<file path="config.mk">
export PLATFORM = sky130hd
export DESIGN_NAME = stgd_div
export DESIGN_NICKNAME = d
export VERILOG_FILES = /design/src/rtl/core/stgd_pkg.sv /design/src/rtl/core/stgd_div.sv
export SDC_FILE = /design/constraint.sdc
export NUM_CORES = 1
export LEC_CHECK = 0
export ABC_AREA = 1
export ABC_CLOCK_PERIOD_IN_PS = 3200
export BUFFER_PORTS_ARGS = -buffer_cell sky130_fd_sc_hd__buf_2
export CAP_MARGIN = 25
export CORE_UTILIZATION = 55
export DETAILED_ROUTE_END_ITERATION = 12
export PLACE_DENSITY = 0.74
export SYNTH_ARGS = -nofsm -noshare
export SYNTH_HDL_FRONTEND = slang
export SYNTH_SLANG_ARGS = --single-unit
</file>
<file path="constraint.sdc">
create_clock -name clk -period 3.2 [get_ports clk]
set_input_delay 0.64 -clock clk [delete_from_list [all_inputs] [get_ports clk]]
set_output_delay 0.64 -clock clk [all_outputs]
set_load 0.05 [all_outputs]
</file>
<file path="src/rtl/core/stgd_pkg.sv">
package stgd_pkg;

	// Fixed-point layout
	localparam int COEFF_FRAC_BITS = 24;
	localparam int COEFF_W         = 24;
	localparam int AMT_W           = 16;
	localparam int SAMPLE_W        = 16;
	localparam int GAIN_W          = 16;
	localparam int ENV_W           = 32;
	localparam int DEN_W           = ENV_W + 1;

	// Shared multiplier: signed coefficient side times signed difference side
	localparam int MUL_A_W = COEFF_W + 1;
	localparam int MUL_B_W = ENV_W + 2;
	localparam int PROD_W  = MUL_A_W + MUL_B_W;
	localparam int UPD_W   = PROD_W - COEFF_FRAC_BITS;
	localparam int SUM_W   = ((UPD_W > MUL_B_W) ? UPD_W : MUL_B_W) + 1;

	// Ratio divider: Q.16 quotient, known below 2^18 once saturation is ruled out
	localparam int RATIO_W   = 17;
	localparam int DIV_STEPS = 18;
	localparam int DIV_CNT_W = $clog2(DIV_STEPS);

	localparam logic [DEN_W-1:0]   OFFSET_Q31 = DEN_W'(42949673);
	localparam logic [RATIO_W-1:0] RATIO_MAX  = RATIO_W'(98304);
	localparam logic [RATIO_W-1:0] K_FULL     = RATIO_W'(58982);
	localparam logic [RATIO_W-1:0] K_LOW      = RATIO_W'(72090);
	localparam logic [GAIN_W-1:0]  GAIN_ONE   = GAIN_W'(16384);
	localparam logic [GAIN_W-1:0]  GAIN_MAX   = GAIN_W'(36045);

	// Weighted sum: amount * k * ratio, Q.47
	localparam int WSUM_W    = AMT_W + RATIO_W + RATIO_W;
	localparam int GAIN_SHIFT = 33;

	// Register file
	localparam int PADDR_W = 5;
	localparam int PDATA_W = 32;

	typedef enum logic [2:0] {
		REG_FAST_ATTACK  = 3'd0,
		REG_FAST_RELEASE = 3'd1,
		REG_SLOW_ATTACK  = 3'd2,
		REG_SLOW_RELEASE = 3'd3,
		REG_LOWPASS      = 3'd4,
		REG_PUNCH        = 3'd5,
		REG_TRANSIENT    = 3'd6
	} reg_idx_t;

	typedef struct packed {
		logic             start;
		logic [ENV_W-1:0] fast;
		logic [ENV_W-1:0] slow;
	} div_req_t;

	typedef struct packed {
		logic               done;
		logic [RATIO_W-1:0] ratio;
	} div_rsp_t;

endpackage

</file>
<file path="src/rtl/core/stgd_div.sv">
module stgd_div (
	input  logic               clk,
	input  logic               arst_n,
	input  stgd_pkg::div_req_t req,
	output stgd_pkg::div_rsp_t rsp
);

	typedef enum logic [0:0] {
		D_IDLE,
		D_STEP
	} dstate_t;

	dstate_t                             state_q;
	logic [stgd_pkg::DEN_W-1:0]          den_q;
	logic [stgd_pkg::DEN_W-1:0]          rem_q;
	logic [stgd_pkg::DIV_STEPS-1:0]      num_q;
	logic [stgd_pkg::DIV_STEPS-1:0]      quo_q;
	logic [stgd_pkg::DIV_CNT_W-1:0]      cnt_q;
	logic                                done_q;
	logic [stgd_pkg::RATIO_W-1:0]        ratio_q;

	logic [stgd_pkg::ENV_W-1:0]          diff;
	logic [stgd_pkg::DEN_W-1:0]          den;
	logic                                sat;
	logic [stgd_pkg::DEN_W:0]            trial;
	logic [stgd_pkg::DEN_W:0]            trial_sub;
	logic                                take;
	logic [stgd_pkg::DIV_STEPS-1:0]      quo_nx;

	always_comb begin
		diff = (req.fast > req.slow) ? (req.fast - req.slow) : '0;
		den  = stgd_pkg::DEN_W'(req.slow) + stgd_pkg::OFFSET_Q31;
		// quotient would need more than 18 bits: 1.5 clamp applies anyway
		sat  = {3'b000, diff} >= {den, 2'b00};
		trial     = {rem_q, num_q[stgd_pkg::DIV_STEPS-1]};
		trial_sub = trial - {1'b0, den_q};
		take      = trial >= {1'b0, den_q};
		quo_nx    = {quo_q[stgd_pkg::DIV_STEPS-2:0], take};
	end

	always_ff @(posedge clk or negedge arst_n) begin
		if (!arst_n) begin
			state_q <= D_IDLE;
			done_q  <= 1'b0;
			cnt_q   <= '0;
			den_q   <= '0;
			rem_q   <= '0;
			num_q   <= '0;
			quo_q   <= '0;
			ratio_q <= '0;
		end else begin
			done_q <= 1'b0;
			case (state_q)
				D_IDLE: begin
					if (req.start) begin
						if (sat) begin
							ratio_q <= stgd_pkg::RATIO_MAX;
							done_q  <= 1'b1;
						end else begin
							den_q   <= den;
							rem_q   <= stgd_pkg::DEN_W'(diff[stgd_pkg::ENV_W-1:2]);
							num_q   <= {diff[1:0], 16'h0000};
							quo_q   <= '0;
							cnt_q   <= '0;
							state_q <= D_STEP;
						end
					end
				end
				D_STEP: begin
					if (take) begin
						rem_q <= trial_sub[stgd_pkg::DEN_W-1:0];
					end else begin
						rem_q <= trial[stgd_pkg::DEN_W-1:0];
					end
					num_q <= {num_q[stgd_pkg::DIV_STEPS-2:0], 1'b0};
					quo_q <= quo_nx;
					cnt_q <= cnt_q + 1'b1;
					if (cnt_q == stgd_pkg::DIV_CNT_W'(stgd_pkg::DIV_STEPS - 1)) begin
						if (quo_nx > stgd_pkg::DIV_STEPS'(stgd_pkg::RATIO_MAX)) begin
							ratio_q <= stgd_pkg::RATIO_MAX;
						end else begin
							ratio_q <= quo_nx[stgd_pkg::RATIO_W-1:0];
						end
						done_q  <= 1'b1;
						state_q <= D_IDLE;
					end
				end
				default: begin
					state_q <= D_IDLE;
				end
			endcase
		end
	end

	assign rsp.done  = done_q;
	assign rsp.ratio = ratio_q;

endmodule

</file>
==> results.rst <==
.. list-table::
   :header-rows: 1

   * - Metric
     - Value
   * - Synthesized Nets
     - 1975
   * - TritonCTS Sinks
     - 109
   * - Largest fanout on the critical path
     - 8
   * - Floorplan die area
     - 21800 um^2
   * - Number of hold violations in the final report
     - 0
   * - Leak
     - 8.90 nW
   * - TNS Setup
     - -101.30 ns
   * - Final Setup Violations
     - 109
   * - Clock tree buffer depth
     - 2
   * - Comb pwr share
     - 73.3%
   * - Cell at the root of the clock tree
     - clkbuf_16
   * - Wire length reported by the detailed router
     - 45000 um
   * - Vias after detailed routing
     - 14200
   * - Core ar.
     - 20600 um^2
   * - Total Nets Final
     - 2388
   * - Post-route worst hold slack
     - 0.323 ns
   * - Detailed placement HPWL
     - 31500 um
   * - Switching share of power
     - 53.7%
   * - Slew at the pin with the worst max-slew slack
     - 0.944 ns
   * - Number of max-capacitance violations reported
     - 0
   * - Fraction of met2 tracks used by global routing
     - 67.8%
   * - Total cell area at the placement stage
     - 14900 um^2
   * - Maximum cell stage delay along the critical path
     - 0.24 ns
   * - Xor-xnor portion of the synthesized cell area
     - 4.87%
   * - H-Tree Level Count
     - 3
   * - Warnings, synthesis
     - 0
   * - Synth Area in Adders
     - 10.8%
   * - Period minus WS final
     - 4.21 ns
   * - Flip-flop and latch count after synthesis
     - 109
   * - Die span in x
     - 148 um
   * - Clock latency reported for the late side of the worst-skew pair
     - 0.36 ns
   * - Final Wtd Congestion
     - 1.02
   * - Clock transition time at the flip-flop clock pins of the worst setup and hold paths
     - 0.09 ns
   * - Fmax
     - 0.238 GHz
   * - Cell with the most instances on the worst path
     - nand2_2
   * - Data arrival, critical path
     - 4.44 ns
   * - Critical setup path kind
     - in2reg
   * - Area growth from synthesis to final layout
     - 46.4%
   * - Net switching power of the design
     - 7.80 mW
   * - Std-Cell Rows
     - 52
   * - Most heavily used metal layer in global routing
     - met2
   * - Wire length of the first global-routing pass
     - 65500 um
   * - Met3 track demand over resource
     - 2.47%
   * - Number of global-route vias before repair
     - 13500
   * - Fraction of registers with async set/reset
     - 100%
   * - Result of the run
     - complete, but fails checks
   * - Fraction of final layout cells with drive strength greater than 1
     - 38.3%
   * - Critical path startpoint category
     - input port
   * - 1st-pass router iterations
     - 7
   * - Avg Cell Area, Syn
     - 6.46 um^2
   * - Detailed-route wire length per cell
     - 18.0 um
   * - Part of the power in the clock network
     - 7.9%
   * - RSZ-0062 raised after global routing
     - true
   * - Initial standard-cell utilization of the core
     - 56.8%
   * - Height of the die
     - 148 um
   * - Power density cells
     - 849 nW/um^2
   * - GRT Resource Usage Total
     - 37.6%
   * - Internal power
     - 6.72 mW
   * - Share of cell area taken by muxes after synthesis
     - 0%
   * - Reg power frac
     - 18.8%
   * - Place WS
     - -1.40 ns
   * - Worst Setup Slack, final
     - -1.01 ns
   * - Synthesized-area fraction occupied by ao, oa, aoi and oai cells
     - 13.2%
   * - GR Layer Usage met1
     - 45.7%
   * - Worst-case clock skew
     - 0.0120 ns
   * - Count of antenna-violating nets left after detailed routing
     - 0
   * - Dominant combinational cell family by area after synthesis
     - simple AND/OR/NAND/NOR gates
   * - Register area share after synthesis
     - 23.3%
   * - Number of enable flip-flop cells after synthesis
     - 0
   * - IR Drop Worst-Case VDD
     - 487 uV
   * - Master of the slowest instance on the critical path
     - ha_4
   * - Number of I/O pins
     - 85
   * - Basic-gate share of the synthesized area counting and, or, nand and nor cells
     - 37.9%
   * - Period utilisation layout
     - 131%
   * - Via-per-instance ratio
     - 5.70
   * - Number of buffers inserted during clock tree synthesis
     - 9
   * - Clock tree from TritonCTS
     - built
   * - Antenna violations before repair
     - 0
   * - Hold buffers post-CTS
     - 0
   * - Area of all placed cells without fillers
     - 17100 um^2
   * - Post-Syn Area
     - 11700 um^2
   * - Required time of the worst setup path
     - 3.44 ns
   * - Antenna diode count
     - 0
   * - Type of the tightest min-delay check
     - in2async
   * - Largest net degree at the start of global routing
     - 57
   * - Violated checks
     - setup timing
   * - Setup slack on the worst flop-to-flop path
     - -0.10 ns
   * - Total overflow reported by the global router
     - 0
   * - Slew HR
     - 36.9%
   * - Detailed router's first-iteration violation count
     - 1199
   * - Main flop type after synthesis
     - dfrtp_1
   * - Synthesized instance count
     - 1808
   * - # DRC
     - 0
   * - Slew Viols, Final
     - 0
   * - Number of distinct library cells after synthesis
     - 51
   * - Critical path capture point type
     - flop
   * - IO buf count
     - 84
[routing by layer]
metal  wire length (um)  part of all wire, %
met1              17400                   39
met3               2620                  5.8
met5                  0                    0
met2              22400                   50
met4               2660                  5.9
[critical path: cells and delay by family]
family | cells | cell delay (ns)
AOI/OAI and AO/OA | 1 | 0.20
adders and majority gates | 3 | 0.61
and+or+nand+nor | 24 | 2.19
buffers and inverters | 7 | 0.78
[synth_stat cells (all sizes together), types with 10 or more instances]
cell type,number,area (um^2)
nand3,132,718
or2,22,138
o211ai,11,82.6
nand4,21,153
xnor2,27,236
xor2,38,333
o21ai,103,647
clkbuf,10,37.5
dfrtp,109,2730
a21oi,93,477
nand2,604,2390
inv,229,860
buf,29,240
o21bai,14,105
nor3,33,185
nor2,183,733
ha,98,1230
a21o,12,90.1
[area by class of cell]
type,instances,area (um^2)
Clock inverter,6,61.3
Multi-Input combinational cell,1433,9380
Sequential cell,109,2730
Tap cell,270,338
Timing Repair Buffer,437,3470
Inverter,231,893
Fill cell,1291,3450
Clock buffer,10,239
[timing repair]
item	4_1_cts	5_1_grt
setup endpoints to repair	109	109
hold endpoints to repair	0	0
cloned	8	4
resized for setup	142	171
pin swaps	49	76
buffers inserted	22	11
[logic make-up (layout without fill, tap and decap cells)]
family,after synthesis,after routing
and+or+nand+nor,1011,1015
adders and majority gates,100,100
DFF,109,109
AOI/OAI and AO/OA,253,253
xor gates and xnor gates,65,65
buffers and inverters,270,684
[stage by stage]
step	instances	total power [mW]	util [%]
after global placement	2437	11.6	72.5
final	2496	14.5	83.2
after floorplan	1808	9.24	-
after detailed placement	2437	11.8	72.5
after CTS	2481	13.4	78.5
after global routing	2496	15.6	83.2
[final timing paths]
check,start,endpoint,cells after the start
setup / recovery,req[0],ratio_q[16],35
hold / removal,arst_n,rem_q[25],1
setup reg to reg,den_q[7],ratio_q[12],15
hold reg to reg,num_q[16],num_q[16],2
max in group asynchronous,arst_n,den_q[19],2
min in group clk,num_q[16],num_q[16],2
[cells in the final DEF, fill, tap and decap left out, types with 12 or more instances in the layout]
cell	Yosys	layout
nor2_2	9	25
a21oi_1	90	75
o21ai_0	61	54
dfrtp_1	109	108
nand2_2	39	70
o21ai_2	35	40
inv_1	205	184
a21o_1	12	12
buf_2	9	79
o21bai_1	14	12
nand4_1	19	19
or2_2	21	16
ha_4	0	36
inv_2	24	42
xor2_1	38	35
nand3_1	122	85
buf_4	4	321
nor3_1	29	22
nor2_1	172	148
a21oi_2	3	17
xnor2_1	27	25
nand2_1	561	478
nand3_2	9	40
buf_6	14	14
ha_1	98	62
nand2_4	4	55
[state kept, by name (all words and copies together) (netlist names)]
| name | cells |
|---|---|
| den_q | 33 |
| rem_q | 33 |
| quo_q | 17 |
| ratio_q | 17 |
| cnt_q | 5 |
| num_q | 2 |
| done_q | 1 |
| state_q | 1 |
[power groups by stage]
stage | Sequential, mW | Combinational [mW] | Clock, mW
floorplan | 2.75 | 6.48 | 0
global placement | 2.51 | 9.04 | 0
detailed placement | 2.54 | 9.24 | 0
CTS | 2.56 | 9.68 | 1.14
global route | 2.78 | 11.6 | 1.19
finish | 2.73 | 10.6 | 1.14
(Power assumes the default switching activity.)
